===== src/rtl/core/lsh_pkg.sv =====
`timescale 1ns / 1ps
// Shared types, sizes and helpers for the 3x3 Laplacian sharpening block.
// No dependencies; every rtl/core module refers to it by scoped names.
package lsh_pkg;

   localparam int MAX_WIDTH  = 2048;
   localparam int MAX_HEIGHT = 2048;

   localparam int PIX_W      = 8;
   localparam int GAIN_W     = 9;
   localparam int DIM_W      = 12;
   localparam int CSR_DATA_W = 12;

   // column index/address, effective width, row cursor (runs to height + 1)
   localparam int COL_W   = $clog2(MAX_WIDTH);
   localparam int WIDTH_W = $clog2(MAX_WIDTH + 1);
   localparam int ROW_W   = $clog2(MAX_HEIGHT + 2);

   localparam logic [GAIN_W-1:0] RESET_GAIN   = 9'd128;
   localparam logic [DIM_W-1:0]  RESET_WIDTH  = 12'd640;
   localparam logic [DIM_W-1:0]  RESET_HEIGHT = 12'd480;
   localparam logic [7:0]        ROUND_HALF   = 8'h80;

   typedef enum logic [1:0] {
      CSR_KERNEL = 2'd0,
      CSR_GAIN   = 2'd1,
      CSR_WIDTH  = 2'd2,
      CSR_HEIGHT = 2'd3
   } csr_index_type;

   typedef enum logic {
      KERNEL_FOUR  = 1'b0,
      KERNEL_EIGHT = 1'b1
   } kernel_type;

   typedef enum logic {
      MODE_PIXEL = 1'b0,
      MODE_FLUSH = 1'b1
   } mode_type;

   typedef logic [PIX_W-1:0] pix_type;

   typedef struct packed {
      logic    mode;
      pix_type pixel_in;
   } req_type;

   typedef struct packed {
      pix_type pixel_out;
      logic    frame_last;
   } rsp_type;

   typedef struct packed {
      pix_type top;
      pix_type mid;
      pix_type bot;
   } col_type;

   typedef struct packed {
      col_type left;
      col_type center;
      col_type right;
   } hood_type;

   // per-item control decided at the cursor, used one stage later
   typedef struct packed {
      logic shift;    // window takes a new column
      logic out;      // item yields a result
      logic last;     // result closes the frame
      logic lc_rep;   // left column replicates the center
      logic rc_pad;   // right column replicates the center (row tail)
      logic top_rep;  // top row replicates the middle
      logic bot_rep;  // bottom row replicates the middle
   } step_ctl_type;

   typedef struct packed {
      logic             en;
      logic             we;
      logic             par;
      logic [COL_W-1:0] addr;
   } line_cmd_type;

   typedef struct packed {
      pix_type upper;
      pix_type middle;
   } line_rd_type;

   function automatic logic [WIDTH_W-1:0] eff_width(input logic [DIM_W-1:0] v);
      logic [WIDTH_W-1:0] w;
      if (v == '0) w = WIDTH_W'(1);
      else if (v > MAX_WIDTH) w = WIDTH_W'(MAX_WIDTH);
      else w = WIDTH_W'(v);
      return w;
   endfunction

   function automatic logic [ROW_W-1:0] eff_height(input logic [DIM_W-1:0] v);
      logic [ROW_W-1:0] h;
      if (v == '0) h = ROW_W'(1);
      else if (v > MAX_HEIGHT) h = ROW_W'(MAX_HEIGHT);
      else h = ROW_W'(v);
      return h;
   endfunction

endpackage


===== src/rtl/core/lsh_filter.sv =====
`timescale 1ns / 1ps
// Laplacian with clamp, then gain, rounding and clamp into the result register.
// Depends on lsh_pkg.
module lsh_filter (
   input  logic                       clock,
   input  logic                       reset,
   input  logic                       op_valid,
   input  lsh_pkg::hood_type          op_hood,
   input  logic                       op_last,
   input  lsh_pkg::kernel_type        kernel,
   input  logic [lsh_pkg::GAIN_W-1:0] gain,
   input  logic                       rsp_stall,
   output logic                       filt_ready,
   output logic                       rsp_valid,
   output lsh_pkg::rsp_type           rsp_payload
);

   logic               lap_valid_ff;
   lsh_pkg::pix_type   lap_ff, lap_in, ctr_ff;
   logic               lap_last_ff;
   logic               rsp_valid_ff;
   lsh_pkg::rsp_type   rsp_ff, rsp_in;
   logic [9:0]         sum4;
   logic [10:0]        sum8;
   logic signed [11:0] diff;
   logic [16:0]        prod;
   logic signed [18:0] acc;
   logic               out_free, lap_free;

   always_comb begin
      sum4 = 10'(op_hood.center.top) + 10'(op_hood.center.bot)
           + 10'(op_hood.left.mid) + 10'(op_hood.right.mid);
      sum8 = 11'(op_hood.left.top) + 11'(op_hood.left.mid) + 11'(op_hood.left.bot)
           + 11'(op_hood.center.top) + 11'(op_hood.center.bot)
           + 11'(op_hood.right.top) + 11'(op_hood.right.mid) + 11'(op_hood.right.bot);
      if (kernel == lsh_pkg::KERNEL_EIGHT)
         diff = $signed({1'b0, sum8}) - $signed({1'b0, op_hood.center.mid, 3'b000});
      else
         diff = $signed({2'b00, sum4}) - $signed({2'b00, op_hood.center.mid, 2'b00});
      if (diff < 0) lap_in = '0;
      else if (diff > 12'sd255) lap_in = '1;
      else lap_in = diff[7:0];

      // 256*p + half - gain*lap, then floor by 256 and clamp
      prod = 17'(gain) * 17'(lap_ff);
      acc  = $signed({3'b000, ctr_ff, lsh_pkg::ROUND_HALF}) - $signed({2'b00, prod});
      if (acc[18]) rsp_in.pixel_out = '0;
      else if (acc[17:16] != 2'b00) rsp_in.pixel_out = '1;
      else rsp_in.pixel_out = acc[15:8];
      rsp_in.frame_last = lap_last_ff;

      out_free   = !rsp_valid_ff || !rsp_stall;
      lap_free   = !lap_valid_ff || out_free;
      filt_ready = lap_free;
   end

   always_ff @(posedge clock) begin
      if (reset) begin
         lap_valid_ff <= 1'b0;
         rsp_valid_ff <= 1'b0;
      end else begin
         if (lap_free) lap_valid_ff <= op_valid;
         if (out_free) rsp_valid_ff <= lap_valid_ff;
      end
   end

   always_ff @(posedge clock) begin
      if (lap_free && op_valid) begin
         lap_ff      <= lap_in;
         ctr_ff      <= op_hood.center.mid;
         lap_last_ff <= op_last;
      end
      if (out_free && lap_valid_ff) rsp_ff <= rsp_in;
   end

   assign rsp_valid   = rsp_valid_ff;
   assign rsp_payload = rsp_ff;

   a_lap_hold: assert property (@(posedge clock) disable iff (reset)
      lap_valid_ff && !out_free |=> lap_valid_ff && $stable(lap_ff) && $stable(ctr_ff))
      else $error("Laplacian stage lost a stalled value");

endmodule


===== config.mk =====
export PLATFORM = sky130hd
export DESIGN_NAME = lsh_filter
export DESIGN_NICKNAME = d
export VERILOG_FILES = /design/src/rtl/core/lsh_pkg.sv /design/src/rtl/core/lsh_filter.sv
export SDC_FILE = /design/constraint.sdc
export NUM_CORES = 1
export LEC_CHECK = 0
export BUFFER_PORTS_ARGS = -buffer_cell sky130_fd_sc_hd__buf_2
export CAP_MARGIN = 10
export CELL_PAD_IN_SITES_DETAIL_PLACEMENT = 1
export CELL_PAD_IN_SITES_GLOBAL_PLACEMENT = 2
export CORE_MARGIN = 4
export CORE_UTILIZATION = 41
export CTS_CLUSTER_SIZE = 10
export DETAILED_ROUTE_END_ITERATION = 16
export PLACE_DENSITY = 0.95
export SYNTH_ARGS = -nofsm -noshare
export SYNTH_HDL_FRONTEND = slang
export SYNTH_SLANG_ARGS = --single-unit

===== constraint.sdc =====
create_clock -name clock -period 14.4 [get_ports clock]
set_clock_uncertainty 0.1 [all_clocks]
set_input_delay 1.44 -clock clock [delete_from_list [all_inputs] [get_ports clock]]
set_output_delay 1.44 -clock clock [all_outputs]
set_load 0.01 [all_outputs]

==> flow_summary.ini <==
[clock_network]
clock-sinks = 28
cts_made_buffers = 3
h-tree-depth = 1
post_cts_buffers = 0
hold_buffers = 0
cts_tree = done
path_clk_slew_ns = 0.08
clock_path_buffers = 2
cts-resized-gates = 0
worst_skew_pair.late_latency_ns = 0.27
ctsRootBufferMaster = clkbuf_16

[hold_path]
hp-class = reg -> reg
holdPathStages = 0

[setup_path]
cp.depth = 16
worst_path_max_delay_cell = fa_1
arrival_ns = 5.99
crit_fanout = 6
start_kind = input port
critPathMaxStageDelay_ns = 0.54
crit_type = in -> reg
cp.required_ns = 14.32
endpoint_kind = flip-flop
reg2reg_depth = 15
critPathTopFamily = adder cells
critPathMostFrequentCell = fa_1
worst-path-buf-inv = 4
path_cells = buf_2 > inv_1 > fa_1 > fa_1 > fa_1 > inv_1 > fa_1 > inv_1 > ha_1 > a21o_1 > o21bai_4 > o41ai_2 > a2bb2oi_1 > o2111ai_1 > or2_0 > o221a_1

[sta]
slew-limit-headroom_pct = 39.27
fmax_mhz = 164.8
period_share_pct = 42.13
rsz0062_at_grt = no
fin_crit_ns = 6.067
worstMarginPinSlew_ns = 0.9109
slew_viol_final = 0
tns_ns = 0
setup_viol = 0
finalHoldViolCount = 0

[yosys]
synth_area_leader_cell = fa_1
yosysMostFrequentCell = inv_1
synth_commonest_cells = inv_1 (171), fa_1 (122), ha_1 (73)
ys_warn_count = 0
synth-seq-cells = 28
synth_top_area_share_pct = 38.52
synth-main-ff-cell = edfxtp_1
synth-seq-area-share_pct = 12.94
postSynthCellCount = 626
synth_cell_types = 52
ys_top_cells_by_area = fa_1 (39%), ha_1 (14%), edfxtp_1 (12%), inv_1 (10%), and2_1 (5.0%)
synth_edf_count = 26
synth_nets = 908
synth_area_per_cell_um2 = 10.13
synth_area_um2 = 6341
async_reset_ff_share_pct = 0

[floorplan]
die_h_um = 132.4
ioPinCount = 98
die_w_um = 132.4
start_util_pct = 41.71
rows = 45
floorplan.die_area_um2 = 17520
core-area_um2 = 15200

[global_route]
grt_pass1_vias = 5350
grt_util_all_layers_pct = 17.56
grt_overflow = 0
grt_max_degree = 18
grt_pass1_wl_mm = 25.46
antenna_found_initial = 0

[drt]
vias = 4593
wl_per_cell_um = 16.29
wl_mm = 14.88
drc = 0
ant_nets = 0
via_per_inst = 5.031
dr.first_iter.drc_count = 148
drtPass1Iterations = 4

[cells_and_area]
multi_input_area_um2 = 4865
layout.nets = 1008
n_fill_cell = 1782
drive_gt1_share_pct = 15.72
n_antenna_cell = 0
area_growth_syn_to_layout_pct = 12.47
seqCellArea_um2 = 820.8

[placed_design]
routabilityCongestion = 0.8589
port_buffers = 97
dp_hpwl_mm = 13.79

[outcome]
status = complete, no violations

[flow_run]
maxCapViolCount = 0
## routing by layer
layer / track usage (%) / share of wire [%] / vias up
li1: - / - / 2155
met3: 1.718 / 3.6 / 8
met5: 0 / 0 / -
met1: 22.04 / 40 / 2344
met4: 2.021 / 0.87 / 0
met2: 33.58 / 55 / 86
## layout make-up
cell class	instances	area share (%)
Clock buffer	3	1.053
Clock inverter	1	0.05263
Timing Repair Buffer	98	6.877
Inverter	171	9.000
Multi-Input combinational cell	424	68.21
Sequential cell	28	11.51
Tap cell	188	3.298
## placed cells by master (no fill, tap or decap), types with 5 or more instances in the layout
cell	n
inv_1	171
fa_1	122
buf_2	98
ha_1	73
and2_1	51
nand2_1	32
edfxtp_1	26
a21oi_1	18
o21a_1	14
xnor2_1	14
o21ai_0	13
nor2_1	12
nand2b_1	6
xor2_1	5
## worst register-to-register path, delay by kind of cell, from the launching register on
kind / cells / cell delay [ns]
AO/OA/AOI/OAI: 5 / 1.44
AND/OR/NAND/NOR: 2 / 0.25
flip-flops: 1 / 0.56
adder cells (fa/ha/maj): 5 / 2.41
XOR/XNOR: 1 / 0.16
buffers and inverters: 2 / 0.11
## registers in the layout, summed over array words and instances (netlist names)
signal / cells
ctr_ff: 8
lap_ff: 8
lap_last_ff: 1
lap_valid_ff: 1
rsp_payload: 9
rsp_valid: 1
## final timing paths
| kind | startpoint | slack [ns] | endpoint |
|---|---|---|---|
| setup / recovery | op_hood[35] | 8.33 | lap_ff[4]$_SDFFCE_PN0P_ |
| hold / removal | lap_last_ff$_DFFE_PP_ | 0.33 | rsp_payload[0]$_DFFE_PP_ |
| setup reg to reg | lap_ff[0]$_SDFFCE_PN0P_ | 9.10 | rsp_payload[7]$_SDFFCE_PP0P_ |
| hold reg to reg | lap_last_ff$_DFFE_PP_ | 0.33 | rsp_payload[0]$_DFFE_PP_ |
## kinds of logic (layout without fill, tap and decap cells)
kind of cell    count (synthesis)  count (layout)  share of synthesized area (%)
xor+xnor                       20              20                          2.881
flops                          28              28                          12.94
fa+ha+maj                     195             195                          52.92
simple gates                  122             122                          10.58
compound gates                 85              85                          10.02
buf+inv                       174             273                          10.34
mux                             2               2                         0.3157
## stage by stage
step | instance area (um2) | hold slack (ns) | cells | util, % | setup slack [ns]
3_5_place_dp | 7048 | 0.3105 | 908 | 46.36 | 8.016
6_report | 7132 | 0.3341 | 913 | 46.91 | 8.333
5_1_grt | 7132 | 0.3425 | 913 | 46.91 | 7.969
2_1_floorplan | 6341 | 0.3003 | 626 | - | 8.590
3_3_place_gp | 7048 | 0.3009 | 908 | 46.36 | 8.267
4_1_cts | 7127 | 0.3283 | 912 | 46.88 | 8.320
Power is not shown: default switching activity piles up to over one toggle a cycle in this logic, so the estimate is an artifact.
