===== src/rtl/core/lsh_pkg.sv =====
`timescale 1ns / 1ps
// Shared types, sizes and helpers for the 3x3 Laplacian sharpening block.
// No dependencies; every rtl/core module refers to it by scoped names.
package lsh_pkg;

   localparam int MAX_WIDTH  = 2048;
   localparam int MAX_HEIGHT = 2048;

   localparam int PIX_W      = 8;
   localparam int GAIN_W     = 9;
   localparam int DIM_W      = 12;
   localparam int CSR_DATA_W = 12;

   // column index/address, effective width, row cursor (runs to height + 1)
   localparam int COL_W   = $clog2(MAX_WIDTH);
   localparam int WIDTH_W = $clog2(MAX_WIDTH + 1);
   localparam int ROW_W   = $clog2(MAX_HEIGHT + 2);

   localparam logic [GAIN_W-1:0] RESET_GAIN   = 9'd128;
   localparam logic [DIM_W-1:0]  RESET_WIDTH  = 12'd640;
   localparam logic [DIM_W-1:0]  RESET_HEIGHT = 12'd480;
   localparam logic [7:0]        ROUND_HALF   = 8'h80;

   typedef enum logic [1:0] {
      CSR_KERNEL = 2'd0,
      CSR_GAIN   = 2'd1,
      CSR_WIDTH  = 2'd2,
      CSR_HEIGHT = 2'd3
   } csr_index_type;

   typedef enum logic {
      KERNEL_FOUR  = 1'b0,
      KERNEL_EIGHT = 1'b1
   } kernel_type;

   typedef enum logic {
      MODE_PIXEL = 1'b0,
      MODE_FLUSH = 1'b1
   } mode_type;

   typedef logic [PIX_W-1:0] pix_type;

   typedef struct packed {
      logic    mode;
      pix_type pixel_in;
   } req_type;

   typedef struct packed {
      pix_type pixel_out;
      logic    frame_last;
   } rsp_type;

   typedef struct packed {
      pix_type top;
      pix_type mid;
      pix_type bot;
   } col_type;

   typedef struct packed {
      col_type left;
      col_type center;
      col_type right;
   } hood_type;

   // per-item control decided at the cursor, used one stage later
   typedef struct packed {
      logic shift;    // window takes a new column
      logic out;      // item yields a result
      logic last;     // result closes the frame
      logic lc_rep;   // left column replicates the center
      logic rc_pad;   // right column replicates the center (row tail)
      logic top_rep;  // top row replicates the middle
      logic bot_rep;  // bottom row replicates the middle
   } step_ctl_type;

   typedef struct packed {
      logic             en;
      logic             we;
      logic             par;
      logic [COL_W-1:0] addr;
   } line_cmd_type;

   typedef struct packed {
      pix_type upper;
      pix_type middle;
   } line_rd_type;

   function automatic logic [WIDTH_W-1:0] eff_width(input logic [DIM_W-1:0] v);
      logic [WIDTH_W-1:0] w;
      if (v == '0) w = WIDTH_W'(1);
      else if (v > MAX_WIDTH) w = WIDTH_W'(MAX_WIDTH);
      else w = WIDTH_W'(v);
      return w;
   endfunction

   function automatic logic [ROW_W-1:0] eff_height(input logic [DIM_W-1:0] v);
      logic [ROW_W-1:0] h;
      if (v == '0) h = ROW_W'(1);
      else if (v > MAX_HEIGHT) h = ROW_W'(MAX_HEIGHT);
      else h = ROW_W'(v);
      return h;
   endfunction

endpackage


===== src/rtl/core/lsh_cursor.sv =====
`timescale 1ns / 1ps
// Raster cursor: column/row counters, per-item control and line store commands.
// Depends on lsh_pkg.
module lsh_cursor (
   input  logic                        clock,
   input  logic                        reset,
   input  logic                        restart,
   input  logic [lsh_pkg::WIDTH_W-1:0] eff_w,
   input  logic [lsh_pkg::ROW_W-1:0]   eff_h,
   input  logic                        accept,
   input  lsh_pkg::req_type            req,
   output logic                        step_valid,
   output lsh_pkg::step_ctl_type       step_ctl,
   output lsh_pkg::line_cmd_type       line_cmd
);

   logic [lsh_pkg::COL_W-1:0]   col_ff, col_in;
   logic [lsh_pkg::ROW_W-1:0]   row_ff, row_in;
   logic [lsh_pkg::WIDTH_W-1:0] col_wide;
   logic                        is_pixel, ignore, tail, last, shift, main_out;

   always_comb begin
      is_pixel = row_ff < eff_h;
      // flush items are dropped while pixels are still expected
      ignore   = is_pixel && (req.mode == lsh_pkg::MODE_FLUSH);
      tail     = (col_ff == '0) && (row_ff >= lsh_pkg::ROW_W'(2));
      last     = tail && (row_ff == eff_h + lsh_pkg::ROW_W'(1));
      shift    = row_ff <= eff_h;
      main_out = shift && (col_ff != '0) && (row_ff != '0);

      step_valid       = accept && !ignore;
      step_ctl.shift   = shift;
      step_ctl.out     = tail || main_out;
      step_ctl.last    = last;
      step_ctl.lc_rep  = main_out ? (col_ff == lsh_pkg::COL_W'(1))
                                  : (eff_w == lsh_pkg::WIDTH_W'(1));
      step_ctl.rc_pad  = tail;
      step_ctl.top_rep = row_ff <= lsh_pkg::ROW_W'(1);
      step_ctl.bot_rep = !is_pixel;

      line_cmd.en   = step_valid && shift;
      line_cmd.we   = is_pixel;
      line_cmd.par  = row_ff[0];
      line_cmd.addr = col_ff;

      col_wide = lsh_pkg::WIDTH_W'(col_ff) + lsh_pkg::WIDTH_W'(1);
      col_in   = col_ff;
      row_in   = row_ff;
      if (restart) begin
         col_in = '0;
         row_in = '0;
      end else if (step_valid) begin
         if (last) begin
            col_in = '0;
            row_in = '0;
         end else if (col_wide >= eff_w) begin
            col_in = '0;
            row_in = row_ff + lsh_pkg::ROW_W'(1);
         end else begin
            col_in = col_wide[lsh_pkg::COL_W-1:0];
         end
      end
   end

   always_ff @(posedge clock) begin
      if (reset) begin
         col_ff <= '0;
         row_ff <= '0;
      end else begin
         col_ff <= col_in;
         row_ff <= row_in;
      end
   end

   a_col_range: assert property (@(posedge clock) disable iff (reset)
      lsh_pkg::WIDTH_W'(col_ff) < eff_w)
      else $error("column cursor beyond row width");

   a_row_range: assert property (@(posedge clock) disable iff (reset)
      row_ff <= eff_h + lsh_pkg::ROW_W'(1))
      else $error("row cursor beyond flush row");

endmodule


===== config.mk =====
export PLATFORM = sky130hd
export DESIGN_NAME = lsh_cursor
export DESIGN_NICKNAME = d
export VERILOG_FILES = /design/src/rtl/core/lsh_pkg.sv /design/src/rtl/core/lsh_cursor.sv
export SDC_FILE = /design/constraint.sdc
export NUM_CORES = 1
export LEC_CHECK = 0
export BUFFER_PORTS_ARGS = -buffer_cell sky130_fd_sc_hd__buf_2
export CAP_MARGIN = 10
export CORE_MARGIN = 5
export CORE_UTILIZATION = 45
export DETAILED_ROUTE_END_ITERATION = 10
export MAX_ROUTING_LAYER = met4
export PLACE_DENSITY = 0.65
export SLEW_MARGIN = 25
export SYNTH_ARGS = -nofsm -noshare
export SYNTH_HDL_FRONTEND = slang
export SYNTH_SLANG_ARGS = --single-unit

===== constraint.sdc =====
create_clock -name clock -period 5.45 [get_ports clock]
set_input_delay 0.8175 -clock clock [delete_from_list [all_inputs] [get_ports clock]]
set_output_delay 0.8175 -clock clock [all_outputs]
set_load 0.01 [all_outputs]

==> impl_metrics.ini, run 1 <==
[run_status]
status = finished clean

[logic_synthesis]
synth_top_family_by_area = simple AND/OR/NAND/NOR gates
yosys_warnings = 0
synth-async-reset-ratio_pct = 0
synthSimpleGateAreaFrac_pct = 32.1
synth_nets = 430
synth.avg_cell_area_um2 = 7.20
synth_enable_flop_cells = 0
yosysSeqAreaShare_pct = 17.7
synth_top_flop_cell = dfxtp_1
synth-compound-area-share_pct = 18.8
synth.area.mux_share_pct = 0.384
yosysUniqueCellTypes = 54
syn-cell-area_um2 = 2610
synthAdderAreaFrac_pct = 14.9
synth-seq-cells = 23
netlist_instances = 362
synth_xor_area_share_pct = 6.72

[detailed_routing]
via_per_inst = 5.84
drtPass1Iterations = 4
dr_wl_met3_um = 566
wl_met2_mm = 3.15
route.vias.total = 2729
drtIter0Drc = 149
m1WireLength_mm = 3.26
wire_per_inst_um = 15.0
ant_nets = 0
top_layer = met4
wl_mm = 7.00
drcViolationCount = 0

[critical_path]
end_kind = primary output
start_kind = input pin
slowest_delay_ps = 360
critPathKind = input pin to primary output
worstPathRequired_ps = 4630
r2r-start = col_ff[0]
crit_arrival_ps = 2750
r2r_end = col_ff[7]
critical_path.max_fanout = 3
cp_slowest_cell = or2_2
rrSetupSlack_ps = 1880
path_cells = buf_2 > inv_1 > ha_1 > nand4_1 > or2_2 > a21oi_1 > nor3_1 > o22ai_1 > a21oi_1 > or2_2 > buf_2
rr_worst_depth = 12

[layout]
multiInputGateArea_um2 = 1900
drive_gt1_share_pct = 15.4
areaGrowthSynthToFinish_pct = 10.7
insertedDiodeCount = 0
nets = 464
post-route-util_pct = 51.8
seqCellArea_um2 = 460
final_cell_mix = buf_2 (50), nand2_1 (36), inv_1 (35)
fill_cells = 596
layout.cells.most_common = buf_2
fin_area_um2 = 2890

[sta]
skew_ps = 1.86
slew_viol_final = 0
setup_ws_ps = 1880
clock.fmax_ghz = 0.280
finalWorstPathRequiredPeriod_ps = 3570
hold_viol_final = 0
tns_ps = 0
fin_crit_sh_pct = 65.5
hold_ws_ps = 520
setup_viol = 0
tightest_slew_ps = 658
maxSlewHeadroom_pct = 56.1
grt_setup_unrepaired = no

[place]
dpl.hpwl_mm = 5.60
place_ws_ps = 1770
placed_cell_area_um2 = 2840
numPortBuffers = 50
place_congestion = 0.845

[clocking]
post_cts_resized = 0
clkTransAtPathRegs_ps = 80
clock_sinks = 23
htree_levels = 1
insertion_delay_ps = 260
cts_buffer_depth = 2
hold_buffers = 0
post_cts_buffers = 0
clock-root-buffer = clkbuf_8
cts_buffers = 3
cts_tree = done

[floorplan]
die_w_um = 86.1
fp-row-count = 27
die_h_um = 86.1
start_util_pct = 46.8
io-pin-count = 59
coreArea_um2 = 5570
die_area_um2 = 7420

[global_routing]
grt_first_pass_wirelength_mm = 11.8
grt_use_total_pct = 19.7
grt_max_degree = 19
antenna_found_initial = 0
first_global_vias = 2536
grt-ovfl-total = 0

[worst_hold_path]
worstHoldStart = col_ff[10]
hold_path_depth = 2
worst_hold_path_type = flop to flop
min_to = col_ff[10]

[pwr]
powerDensity_nw_per_um2 = 119
p_leak_nw = 1.28
vdd_drop_max_v = 0.0000756

[job]
drv_cap = 0
[worst max-delay path by stage]
stage	startpoint	to	slack, ps	cells after the start
2_1_floorplan	eff_h[10]	step_ctl[5]	2320	9
3_3_place_gp	eff_h[0]	row_ff[8]	1780	9
3_5_place_dp	eff_h[0]	row_ff[8]	1770	9
4_1_cts	eff_h[11]	step_ctl[5]	1860	11
5_1_grt	col_ff[0]	col_ff[7]	1530	12
6_report	eff_h[11]	step_ctl[5]	1880	11
[stage by stage]
step | std cells | power [mW]
5_1_grt | 467 | 0.364
6_report | 467 | 0.344
4_1_cts | 467 | 0.346
3_3_place_gp | 463 | 0.238
2_1_floorplan | 362 | 0.213
3_5_place_dp | 463 | 0.239
[state kept, by name (all words and copies together) (netlist names)]
register  cells
row_ff       12
col_ff       11
[cell usage after synthesis, types with 8 or more instances]
library cell / number / area share [%]
a21oi_1: 12 / 2.3
and2_1: 9 / 2.2
buf_4: 8 / 2.3
clkbuf_1: 11 / 1.6
dfxtp_1: 23 / 18
ha_1: 31 / 15
inv_1: 35 / 5.0
nand2_1: 36 / 5.2
nand3_1: 28 / 5.4
nand4_1: 20 / 4.8
nor2_1: 21 / 3.0
nor3_1: 10 / 1.9
nor4_1: 8 / 1.9
o21ai_0: 15 / 2.9
xnor2_1: 9 / 3.0
xor2_1: 11 / 3.7
[worst max-delay path, delay by kind of cell]
kind            cells  cell delay [ps]
buf+inv             3              300
simple gates        4              880
fa+ha+maj           1              310
compound gates      3              460
[final cells by class]
cell class	instances	area share, %
Timing Repair Buffer	51	8.93
Tap cell	72	3.12
Multi-Input combinational cell	282	65.9
Clock buffer	4	1.56
Sequential cell	23	16.0
Inverter	35	4.55
[report_power, final]
group | internal, mW | switching, mW | leakage, nW | total (mW)
sequential | 0.168 | 0.000728 | 0.185 | 0.169
combinational | 0.0272 | 0.0397 | 1.07 | 0.0669
clock | 0.0522 | 0.0564 | 0.0228 | 0.109
[cell families after synthesis]
| kind of cell | after synthesis |
|---|---|
| xor+xnor | 20 |
| mux | 1 |
| fa+ha+maj | 31 |
| buf+inv | 57 |
| flops | 23 |
| compound gates | 70 |
| simple gates | 160 |
[per-layer routing]
metal,vias to the layer above,global-route usage (%)
li1,1386,-
met3,2,2.11
met4,0,3.45
met2,89,30.8
met1,1252,27.5
met5,-,-
No activity file was read; power rests on OpenSTA's default activity.
==> run 2: changes to the inputs <==
clock period = 3.6 ns   (was 5.45 ns; I/O delays follow)
==> run 2 against run 1 <==
Net effect: non-clock buffer count up 8; wire length fell by 0.56%; sequential share of layout area fell by 0.33 points; clock power up 53%; final area up 2.1%; clock skew increased by 3.7 ps; total power up 52%; register-to-register slack got worse by 1500 ps; critical endpoint is now col_ff[7]; largest power group unchanged.
==> impl_metrics.ini, run 2 (synthesis results as in run 1) <==
[run_status]
status = finished clean

[detailed_routing]
drtIter0Drc = 146
wl_mm = 6.96
via_per_inst = 5.77
ant_nets = 0
wire_per_inst_um = 14.6
route.vias.total = 2739
drcViolationCount = 0
drtPass1Iterations = 4

[clocking]
cts_buffer_depth = 2
hold_buffers = 0
htree_levels = 1
clock_sinks = 23
clkTransAtPathRegs_ps = 90
cts_buffers = 3
post_cts_buffers = 0
clock-root-buffer = clkbuf_8
post_cts_resized = 0
cts_tree = done
insertion_delay_ps = 270

[pwr]
pwr-share-seq_pct = 48.6
combPwrFrac_pct = 19.6
p_switching_mw = 0.148
p_leak_nw = 1.32
total_power_mw = 0.524
clkPwrFrac_pct = 31.8
swShare_pct = 28.3
vdd_drop_max_v = 0.000134
p_int_mw = 0.376
powerDensity_nw_per_um2 = 178

[critical_path]
worstPathRequired_ps = 3800
end_kind = flop
critPathKind = flop to flop
critical_path.max_fanout = 8
start_kind = flop
crit_arrival_ps = 3430

[layout]
largest-register = row_ff
final_cell_mix = buf_2 (50), nand2_1 (36), inv_1 (35)
nets = 472
layout.cells.most_common = buf_2
drive_gt1_share_pct = 17.1
fin_area_um2 = 2950
largest_registers = row_ff: 12 flops, col_ff: 11 flops
largest_reg_flops = 12
areaGrowthSynthToFinish_pct = 13.1
insertedDiodeCount = 0

[global_routing]
first_global_vias = 2438
grt_first_pass_wirelength_mm = 11.4
grt-ovfl-total = 0
grt_use_total_pct = 19.0
grt_max_degree = 18
antenna_found_initial = 0

[sta]
fin_crit_sh_pct = 89.7
tightest_slew_ps = 792
clock.fmax_ghz = 0.310
finalWorstPathRequiredPeriod_ps = 3230
tns_ps = 0
slew_viol_final = 0
setup_viol = 0
maxSlewHeadroom_pct = 47.0
grt_setup_unrepaired = no
skew_ps = 5.55
hold_ws_ps = 523
hold_viol_final = 0

[floorplan]
io-pin-count = 59
die_area_um2 = 7420
fp-row-count = 27
coreArea_um2 = 5570
start_util_pct = 46.8
die_h_um = 86.1
die_w_um = 86.1

[place]
numPortBuffers = 50
place_congestion = 0.854
placed_cell_area_um2 = 2900
dpl.hpwl_mm = 5.59

[job]
drv_cap = 0

[worst_hold_path]
worst_hold_path_type = flop to flop
run 2: critical path: stages, from the launching register on:
cell	delay [ps]
dfxtp_1	460
ha_1	300
nand3_1	160
nor2_1	210
buf_4	160
nand2_1	50
nor2_1	120
xnor2_1	160
ha_1	290
nand4_1	100
nor3_1	50
a21oi_1	280
and2_1	360
buf_4	220
a41oi_1	120
o22ai_1	130
run 2: worst paths after layout:
| check | startpoint | endpoint | slack, ps | cells after the start |
|---|---|---|---|---|
| worst max-delay path | col_ff[1] | col_ff[7] | 370 | 15 |
| worst min-delay path | col_ff[10] | col_ff[10] | 520 | 2 |
| worst max register to register | col_ff[1] | col_ff[7] | 370 | 15 |
| worst min register to register | col_ff[10] | col_ff[10] | 520 | 2 |
run 2: final cells by class:
class,instances,area [um2]
sequential,23,460
fill,537,2630
clock buffer,4,45.0
timing repair buffer,59,318
tap,72,90.1
inverter,35,131
multi-input combinational,282,1900
run 2: power by group through the flow:
stage | Combinational (mW) | Clock, mW | Sequential, mW
finish | 0.103 | 0.167 | 0.255
global route | 0.115 | 0.181 | 0.255
CTS | 0.103 | 0.168 | 0.255
detailed placement | 0.102 | 0 | 0.261
global placement | 0.101 | 0 | 0.261
floorplan | 0.0610 | 0 | 0.262
run 2: metal layers:
layer  global-route usage, %  up-vias  wire, um
met4                    4.32        0        93
li1                        -     1403         -
met3                    2.50        8       441
met1                    26.5     1260      3370
met5                       -        -         0
met2                    29.2       68      3050
run 2: per-stage QoR:
| step | setup slack, ps | utilization [%] | cells |
|---|---|---|---|
| 6_report | 370 | 52.9 | 475 |
| 3_5_place_dp | 293 | 52.0 | 471 |
| 2_1_floorplan | 527 | - | 362 |
| 3_3_place_gp | 364 | 52.0 | 471 |
| 5_1_grt | 39.4 | 52.9 | 475 |
| 4_1_cts | 264 | 52.8 | 475 |
