### config.mk
export PLATFORM = sky130hd
export DESIGN_NAME = lsh_window
export DESIGN_NICKNAME = d
export VERILOG_FILES = /design/src/rtl/core/lsh_pkg.sv /design/src/rtl/core/lsh_window.sv
export SDC_FILE = /design/constraint.sdc
export NUM_CORES = 1
export LEC_CHECK = 0
export BUFFER_PORTS_ARGS = -buffer_cell sky130_fd_sc_hd__clkbuf_2
export CAP_MARGIN = 20
export CORE_UTILIZATION = 49
export CTS_CLUSTER_DIAMETER = 150
export DETAILED_ROUTE_END_ITERATION = 6
export GPL_TIMING_DRIVEN = 0
export HOLD_SLACK_MARGIN = 0.1
export PLACE_DENSITY = 0.75
export SYNTH_ARGS = -nofsm -noshare
export SYNTH_HDL_FRONTEND = slang
export SYNTH_SLANG_ARGS = --single-unit
### constraint.sdc
create_clock -name clock -period 5.2 [get_ports clock]
set_input_delay 1.04 -clock clock [delete_from_list [all_inputs] [get_ports clock]]
set_output_delay 1.04 -clock clock [all_outputs]
set_load 0.01 [all_outputs]
### src/rtl/core/lsh_pkg.sv
`timescale 1ns / 1ps
// Shared types, sizes and helpers for the 3x3 Laplacian sharpening block.
// No dependencies; every rtl/core module refers to it by scoped names.
package lsh_pkg;

   localparam int MAX_WIDTH  = 2048;
   localparam int MAX_HEIGHT = 2048;

   localparam int PIX_W      = 8;
   localparam int GAIN_W     = 9;
   localparam int DIM_W      = 12;
   localparam int CSR_DATA_W = 12;

   // column index/address, effective width, row cursor (runs to height + 1)
   localparam int COL_W   = $clog2(MAX_WIDTH);
   localparam int WIDTH_W = $clog2(MAX_WIDTH + 1);
   localparam int ROW_W   = $clog2(MAX_HEIGHT + 2);

   localparam logic [GAIN_W-1:0] RESET_GAIN   = 9'd128;
   localparam logic [DIM_W-1:0]  RESET_WIDTH  = 12'd640;
   localparam logic [DIM_W-1:0]  RESET_HEIGHT = 12'd480;
   localparam logic [7:0]        ROUND_HALF   = 8'h80;

   typedef enum logic [1:0] {
      CSR_KERNEL = 2'd0,
      CSR_GAIN   = 2'd1,
      CSR_WIDTH  = 2'd2,
      CSR_HEIGHT = 2'd3
   } csr_index_type;

   typedef enum logic {
      KERNEL_FOUR  = 1'b0,
      KERNEL_EIGHT = 1'b1
   } kernel_type;

   typedef enum logic {
      MODE_PIXEL = 1'b0,
      MODE_FLUSH = 1'b1
   } mode_type;

   typedef logic [PIX_W-1:0] pix_type;

   typedef struct packed {
      logic    mode;
      pix_type pixel_in;
   } req_type;

   typedef struct packed {
      pix_type pixel_out;
      logic    frame_last;
   } rsp_type;

   typedef struct packed {
      pix_type top;
      pix_type mid;
      pix_type bot;
   } col_type;

   typedef struct packed {
      col_type left;
      col_type center;
      col_type right;
   } hood_type;

   // per-item control decided at the cursor, used one stage later
   typedef struct packed {
      logic shift;    // window takes a new column
      logic out;      // item yields a result
      logic last;     // result closes the frame
      logic lc_rep;   // left column replicates the center
      logic rc_pad;   // right column replicates the center (row tail)
      logic top_rep;  // top row replicates the middle
      logic bot_rep;  // bottom row replicates the middle
   } step_ctl_type;

   typedef struct packed {
      logic             en;
      logic             we;
      logic             par;
      logic [COL_W-1:0] addr;
   } line_cmd_type;

   typedef struct packed {
      pix_type upper;
      pix_type middle;
   } line_rd_type;

   function automatic logic [WIDTH_W-1:0] eff_width(input logic [DIM_W-1:0] v);
      logic [WIDTH_W-1:0] w;
      if (v == '0) w = WIDTH_W'(1);
      else if (v > MAX_WIDTH) w = WIDTH_W'(MAX_WIDTH);
      else w = WIDTH_W'(v);
      return w;
   endfunction

   function automatic logic [ROW_W-1:0] eff_height(input logic [DIM_W-1:0] v);
      logic [ROW_W-1:0] h;
      if (v == '0) h = ROW_W'(1);
      else if (v > MAX_HEIGHT) h = ROW_W'(MAX_HEIGHT);
      else h = ROW_W'(v);
      return h;
   endfunction

endpackage

### src/rtl/core/lsh_window.sv
`timescale 1ns / 1ps
// 3x3 window of column vectors with edge replication; selects the neighborhood
// of each result into an operand register. Depends on lsh_pkg.
module lsh_window (
   input  logic                  clock,
   input  logic                  reset,
   input  logic                  step_valid,
   input  lsh_pkg::step_ctl_type step_ctl,
   input  lsh_pkg::pix_type      step_px,
   input  lsh_pkg::line_rd_type  line_rd,
   input  logic                  op_ready,
   output logic                  s1_ready,
   output logic                  op_valid,
   output lsh_pkg::hood_type     op_hood,
   output logic                  op_last
);

   logic                  s1_valid_ff;
   lsh_pkg::step_ctl_type s1_ctl_ff;
   lsh_pkg::pix_type      s1_px_ff;
   lsh_pkg::col_type      win_ff [3];
   logic                  op_valid_ff;
   lsh_pkg::hood_type     op_hood_ff, hood_in;
   logic                  op_last_ff;
   lsh_pkg::col_type      new_col;
   logic                  op_free, s1_move;

   always_comb begin
      new_col.mid = line_rd.middle;
      new_col.top = s1_ctl_ff.top_rep ? line_rd.middle : line_rd.upper;
      new_col.bot = s1_ctl_ff.bot_rep ? line_rd.middle : s1_px_ff;

      // center is always the newest column already in the window
      hood_in.left   = s1_ctl_ff.lc_rep ? win_ff[2] : win_ff[1];
      hood_in.center = win_ff[2];
      hood_in.right  = s1_ctl_ff.rc_pad ? win_ff[2] : new_col;

      op_free  = !op_valid_ff || op_ready;
      s1_move  = s1_valid_ff && (!s1_ctl_ff.out || op_free);
      s1_ready = !s1_valid_ff || s1_move;
   end

   always_ff @(posedge clock) begin
      if (reset) begin
         s1_valid_ff <= 1'b0;
         op_valid_ff <= 1'b0;
         win_ff[0]   <= '0;
         win_ff[1]   <= '0;
         win_ff[2]   <= '0;
      end else begin
         if (s1_ready) s1_valid_ff <= step_valid;
         if (s1_move && s1_ctl_ff.shift) begin
            win_ff[0] <= win_ff[1];
            win_ff[1] <= win_ff[2];
            win_ff[2] <= new_col;
         end
         if (op_free) op_valid_ff <= s1_move && s1_ctl_ff.out;
      end
   end

   always_ff @(posedge clock) begin
      if (s1_ready && step_valid) begin
         s1_ctl_ff <= step_ctl;
         s1_px_ff  <= step_px;
      end
      if (op_free && s1_move && s1_ctl_ff.out) begin
         op_hood_ff <= hood_in;
         op_last_ff <= s1_ctl_ff.last;
      end
   end

   assign op_valid = op_valid_ff;
   assign op_hood  = op_hood_ff;
   assign op_last  = op_last_ff;

   // only the frame's closing tail result comes without a window shift
   a_noshift_last: assert property (@(posedge clock) disable iff (reset)
      s1_valid_ff && s1_ctl_ff.out && !s1_ctl_ff.shift |-> s1_ctl_ff.last)
      else $error("unshifted result that does not close the frame");

   a_op_hold: assert property (@(posedge clock) disable iff (reset)
      op_valid_ff && !op_ready |=> op_valid_ff && $stable(op_hood_ff))
      else $error("operand stage lost a stalled neighborhood");

endmodule

==> results.cfg, run 1 <==
[route]
drt_iter0_markers = 141
firstDrtPassIters = 4
drc_errors = 0
vias_per_cell = 5.22
finalWirelength_mm = 10.6
wl_per_cell_um = 18.7
num_vias = 2953
ant_nets = 0

[pwr]
finalPower_mw = 2.76
peakVddDrop_uv = 230
total_leakage_power_nw = 2.60
p_per_area_mw_per_mm2 = 401

[yosys]
yosysTopAreaCellShare_pct = 75.1
netlist_area_mm2 = 0.00544
ys_ff_latch = 138
ys_types = 23
yosys-top-cells-area = edfxtp_1, mux2_2, nor3b_1
synth-seq-area-share_pct = 75.8
syn_avg_cell_area_um2 = 19.3
syn_nets = 317
syn_inst = 282
synth_top_area_cell = edfxtp_1
synth_warnings = 0

[floorplan]
core-area_mm2 = 0.0108
die_y_um = 107
die-area_mm2 = 0.0115
rows = 38
die_w_um = 107
start_util_pct = 50.2
ios = 110

[final_layout]
diodes = 0
syn_to_final_growth_pct = 26.7
nets = 448
drive_gt1_share_pct = 54.2
postLayoutCoreUtil_pct = 63.6
final_area_mm2 = 0.00689
stdcell_count = 566

[min_path]
hold_class = register to register

[setup_path]
cp-end-kind = primary output
cp_max_fo = 3
critPathKind = input port to primary output
start_kind = input port
cp.required_ns = 4.16
worstPathArrival_ns = 1.50

[sta]
skew_ns = 0.00584
hold_viol = 0
slew_headroom_pct = 54.6
setup_tns_ns = 0
slew_viol_final = 0
finalSetupViolCount = 0
post-route-min-period_ns = 2.54
fin_crit_sh_pct = 48.9
worst_pin_slew_ns = 0.681
max_freq_mhz = 393
rsz0062_at_grt = false

[grt]
grt_pass1_wl_mm = 16.2
antenna_found_initial = 0
grt_util_met3_pct = 5.99
use_met2_pct = 32.1
grt_max_degree = 31
grt_pass1_vias = 2950
grt_busiest_layer = met2
grt_overflow = 0
track_usage_pct = 19.8
grtUsageMet1_pct = 24.8

[placement]
place_congestion = 0.750
dp_hpwl_mm = 7.02
placedCellCount = 534
placed_area_mm2 = 0.00625
port_buffers = 109

[cts]
clk_path_buf_depth = 2
clk_latency_ns = 0.51
cts_tree = done
cts.repair.resized = 0
hold_buffers = 0
clkSlewWorstSetupHoldPaths_ns = 0.06
h-tree-depth = 4
cts_buffers = 17
root_buffer = clkbuf_8
post_cts_buffers = 0
numClockSinks = 138

[job]
max-cap-violations = 0

[outcome]
status = finished, final reports clean
-- critical path: stages --
cell and delay (ns):
clkbuf_2 0.09, nand4b_1 0.21, clkbuf_2 0.16
-- per-layer routing --
metal,wire [um],vias up
li1,-,1366
met2,5380,103
met4,190,0
met5,0,-
met3,594,14
met1,4450,1470
-- Yosys cell counts --
cell type / number
nand4b_1: 1
mux2i_1: 2
nand2_1: 2
o21bai_1: 1
and2_1: 1
buf_4: 1
edfxtp_1: 136
clkbuf_1: 1
buf_2: 12
nand2b_1: 1
nand3b_1: 1
nor3_1: 1
dfxtp_1: 2
inv_1: 2
mux2_2: 62
clkbuf_2: 1
nor3b_2: 8
nor3b_1: 38
nor2b_1: 1
nor3_2: 1
a21oi_1: 2
buf_6: 4
and3b_1: 1
-- worst paths after layout --
kind           startpoint            end  slack (ns)  cells past startpoint
min reg2reg  s1_ctl_ff[4]        op_last        0.43                      0
min          s1_ctl_ff[4]        op_last        0.43                      0
max reg2reg  s1_ctl_ff[5]  win_ff[1][18]        3.03                      6
max              op_ready       s1_ready        2.66                      3
-- logic make-up after synthesis --
kind of cell / after synthesis / synth area share, %
DFF: 138 / 75.8
AOI/OAI and AO/OA: 3 / 0.322
buffers and inverters: 21 / 2.37
muxes: 64 / 13.2
and+or+nand+nor: 56 / 8.30
-- cells in the final DEF (no fill, tap or decap), types with 3 or more instances in the layout --
| master | n |
|---|---|
| nor3b_1 | 38 |
| buf_6 | 4 |
| nor3b_2 | 8 |
| clkbuf_2 | 110 |
| edfxtp_1 | 136 |
| mux2_2 | 62 |
| buf_2 | 12 |
| clkbuf_16 | 16 |
| clkinvlp_4 | 4 |
| bufinv_16 | 6 |
| clkinv_1 | 3 |
-- state kept, by name, summed over array words and instances (netlist names) --
name,cells
op_hood,72
win_ff,48
s1_px_ff,8
s1_ctl_ff,7
op_last,1
op_valid,1
s1_valid_ff,1
-- per-stage QoR --
stage / worst slack (ns) / hold slack [ns]
5_1_grt: 2.61 / 0.441
3_5_place_dp: 2.27 / 0.409
2_1_floorplan: 0.284 / 0.400
6_report: 2.66 / 0.428
3_3_place_gp: -0.983 / 0.403
4_1_cts: 2.66 / 0.430
-- power by group --
group	switching (mW)	total [mW]	internal, mW	leakage (nW)
clock network	0.433	1.30	0.869	0.300
logic	0.0822	0.159	0.0770	0.953
registers	0.0211	1.30	1.28	1.34
total	0.536	2.76	2.23	2.60
-- final cells by class --
type	instances	area [um^2]
Buffer	19	121
Clock buffer	18	418
Clock inverter	14	226
Fill cell	767	3950
Inverter	2	7.51
Multi-Input combinational cell	123	1210
Sequential cell	138	4120
Tap cell	140	175
Timing Repair Buffer	112	613
Note: power is estimated with default switching activity, not from simulation.
==> run 2: changes to the inputs <==
--- a/config.mk
+++ b/config.mk
@@ -5,14 +5,15 @@
 export SDC_FILE = /design/constraint.sdc
 export NUM_CORES = 1
 export LEC_CHECK = 0
+export ABC_AREA = 1
 export BUFFER_PORTS_ARGS = -buffer_cell sky130_fd_sc_hd__clkbuf_2
 export CAP_MARGIN = 20
-export CORE_UTILIZATION = 49
+export CORE_UTILIZATION = 54
 export CTS_CLUSTER_DIAMETER = 150
 export DETAILED_ROUTE_END_ITERATION = 6
 export GPL_TIMING_DRIVEN = 0
 export HOLD_SLACK_MARGIN = 0.1
-export PLACE_DENSITY = 0.75
+export PLACE_DENSITY = 0.79
 export SYNTH_ARGS = -nofsm -noshare
 export SYNTH_HDL_FRONTEND = slang
 export SYNTH_SLANG_ARGS = --single-unit
==> constraint.sdc (replaced) <==
create_clock -name clock -period 2.4 [get_ports clock]
set_input_delay 0.48 -clock clock [delete_from_list [all_inputs] [get_ports clock]]
set_output_delay 0.48 -clock clock [all_outputs]
set_load 0.01 [all_outputs]
==> run 2 against run 1 <==
Against the previous run:
- register-to-register slack lost 2.6 ns
- utilization increased by 6.9 points
- clock power increased by 90%
- largest power group unchanged
==> results.cfg, run 2 <==
[outcome]
status = finished, final reports clean

[setup_path]
worstPathArrival_ns = 2.20
critPathKind = register to register
critical_path.startpoint = s1_ctl_ff[5]
cp_max_fo = 28
path_buf_inv = 4
worst_r2r_path_depth = 7
reg2reg_to = op_hood[16]
r2r-start = s1_ctl_ff[5]
cp-end-kind = register
slowest_delay_ns = 0.42
cp_slowest_cell = clkinvlp_4
cp.required_ns = 2.67
path_delay_family = buffers and inverters
path_cells = nand3_2, nand2_1, inv_1, nand2_1, clkinvlp_4, buf_12, buf_12
reg2reg_slack_ns = 0.46
start_kind = register

[grt]
grt_max_degree = 31
track_usage_pct = 23.7
grt_pass1_wl_mm = 17.1
antenna_found_initial = 0
grt_overflow = 0
grt_pass1_vias = 3344

[route]
drc_errors = 0
finalWirelength_mm = 11.2
vias_per_cell = 5.25
ant_nets = 0
firstDrtPassIters = 6
num_vias = 3440
drt_iter0_markers = 232
wl_per_cell_um = 17.2

[yosys]
async_flop_share_pct = 0
yosysTopAreaCellShare_pct = 78.0
synth_warnings = 0
synth_commonest_cells = edfxtp_1, nor2_1, nand2_1
synth-seq-area-share_pct = 78.8
synth_ff_type = edfxtp_1
ys_types = 16
yosys-top-cells-area = edfxtp_1, o21ai_0, nor2_1
synth_edf_count = 136
netlist_area_mm2 = 0.00523
synth_top_area_cell = edfxtp_1
syn_avg_cell_area_um2 = 13.7
syn_inst = 382
yosysMostFrequentCell = edfxtp_1
ys_ff_latch = 138
syn_nets = 417

[pwr]
power_frac_comb_pct = 5.8
sequentialPowerShare_pct = 50.2
peakVddDrop_uv = 493
total_leakage_power_nw = 2.64
clock_power_share_pct = 44.0
finalPower_mw = 5.62
p_per_area_mw_per_mm2 = 855
p_int_mw = 4.41
p_sw_mw = 1.21
swShare_pct = 21.6

[sta]
post-route-min-period_ns = 1.94
fin_crit_sh_pct = 80.6
worst_pin_slew_ns = 0.639
slew_headroom_pct = 57.4
finalSetupViolCount = 0
whs_ns = 0.133
skew_ns = 0.00522
max_freq_mhz = 517
rsz0062_at_grt = false
setup_tns_ns = 0
hold_viol = 0
slew_viol_final = 0

[floorplan]
die_y_um = 100
die_w_um = 100
rows = 35
ios = 110
start_util_pct = 56.1
die-area_mm2 = 0.0101
core-area_mm2 = 0.00933

[final_layout]
final_common_cell = edfxtp_1
nets = 548
mostFrequentLayoutCells = edfxtp_1, clkbuf_2, nor2_1
seq_area_mm2 = 0.00412
largest_reg_flops = 72
drive_gt1_share_pct = 34.0
final_area_mm2 = 0.00658
syn_to_final_growth_pct = 25.7
diodes = 0
multi_input_area_um2 = 858
stdcell_count = 655
fillerInstances = 636

[min_path]
hold_class = input port to register
whs_path_depth = 2
min_from = reset
min_to = s1_valid_ff

[cts]
root_buffer = clkbuf_8
clkSlewWorstSetupHoldPaths_ns = 0.06
clk_path_buf_depth = 2
cts.repair.resized = 0
cts_buffers = 17
post_cts_buffers = 0
numClockSinks = 138
clk_latency_ns = 0.51
cts_tree = done
hold_buffers = 0
h-tree-depth = 4

[placement]
placedCellCount = 623
dp_hpwl_mm = 7.29
placed_area_mm2 = 0.00601
place_congestion = 0.835
port_buffers = 109

[job]
max-cap-violations = 0
-- run 2: logic make-up after synthesis --
kind of cell    count (synthesis)  share of synthesized area [%]
buf+inv                        57                           4.83
flops                         138                           78.8
compound gates                 66                           6.38
simple gates                  121                           9.97
-- run 2: worst max-delay path by stage --
stage,to,slack (ns),depth (start not counted)
2_1_floorplan,op_hood[0],0.15,6
3_3_place_gp,op_hood[68],-0.36,7
3_5_place_dp,op_hood[68],0.24,9
4_1_cts,op_hood[16],0.45,7
5_1_grt,op_hood[16],0.34,7
6_report,op_hood[16],0.46,7
-- run 2: area by class of cell --
| type | count | share of cell area, % |
|---|---|---|
| plain buffers | 17 | 1.56 |
| clock buffers | 21 | 6.83 |
| clock inverters | 11 | 1.86 |
| inverters | 40 | 2.34 |
| multi-input cells | 187 | 13.0 |
| flip-flops and latches | 138 | 62.7 |
| well taps | 129 | 2.45 |
| repair buffers | 112 | 9.21 |
-- run 2: through the flow --
stage / util (%) / setup WS [ns]
floorplan: - / 0.151
global placement: 63.7 / -0.356
detailed placement: 64.4 / 0.241
CTS: 70.5 / 0.454
global route: 70.5 / 0.336
finish: 70.5 / 0.465
-- run 2: per-layer routing --
| layer | global-route usage, % | vias up | wire length, um | part of all wire, % |
|---|---|---|---|---|
| li1 | - | 1584 | - | - |
| met3 | 6.27 | 31 | 811 | 7.2 |
| met4 | 10.5 | 0 | 272 | 2.4 |
| met1 | 28.9 | 1635 | 4450 | 40 |
| met2 | 39.9 | 190 | 5710 | 51 |
| met5 | 0 | - | 0 | 0 |
-- run 2: power groups by stage --
stage	combinational, mW	clock, mW	sequential, mW
after detailed placement	0.317	0	2.87
final	0.325	2.47	2.82
after global routing	0.355	2.60	2.83
after floorplan	0.157	0	2.88
after global placement	0.295	0	2.87
after CTS	0.324	2.49	2.82
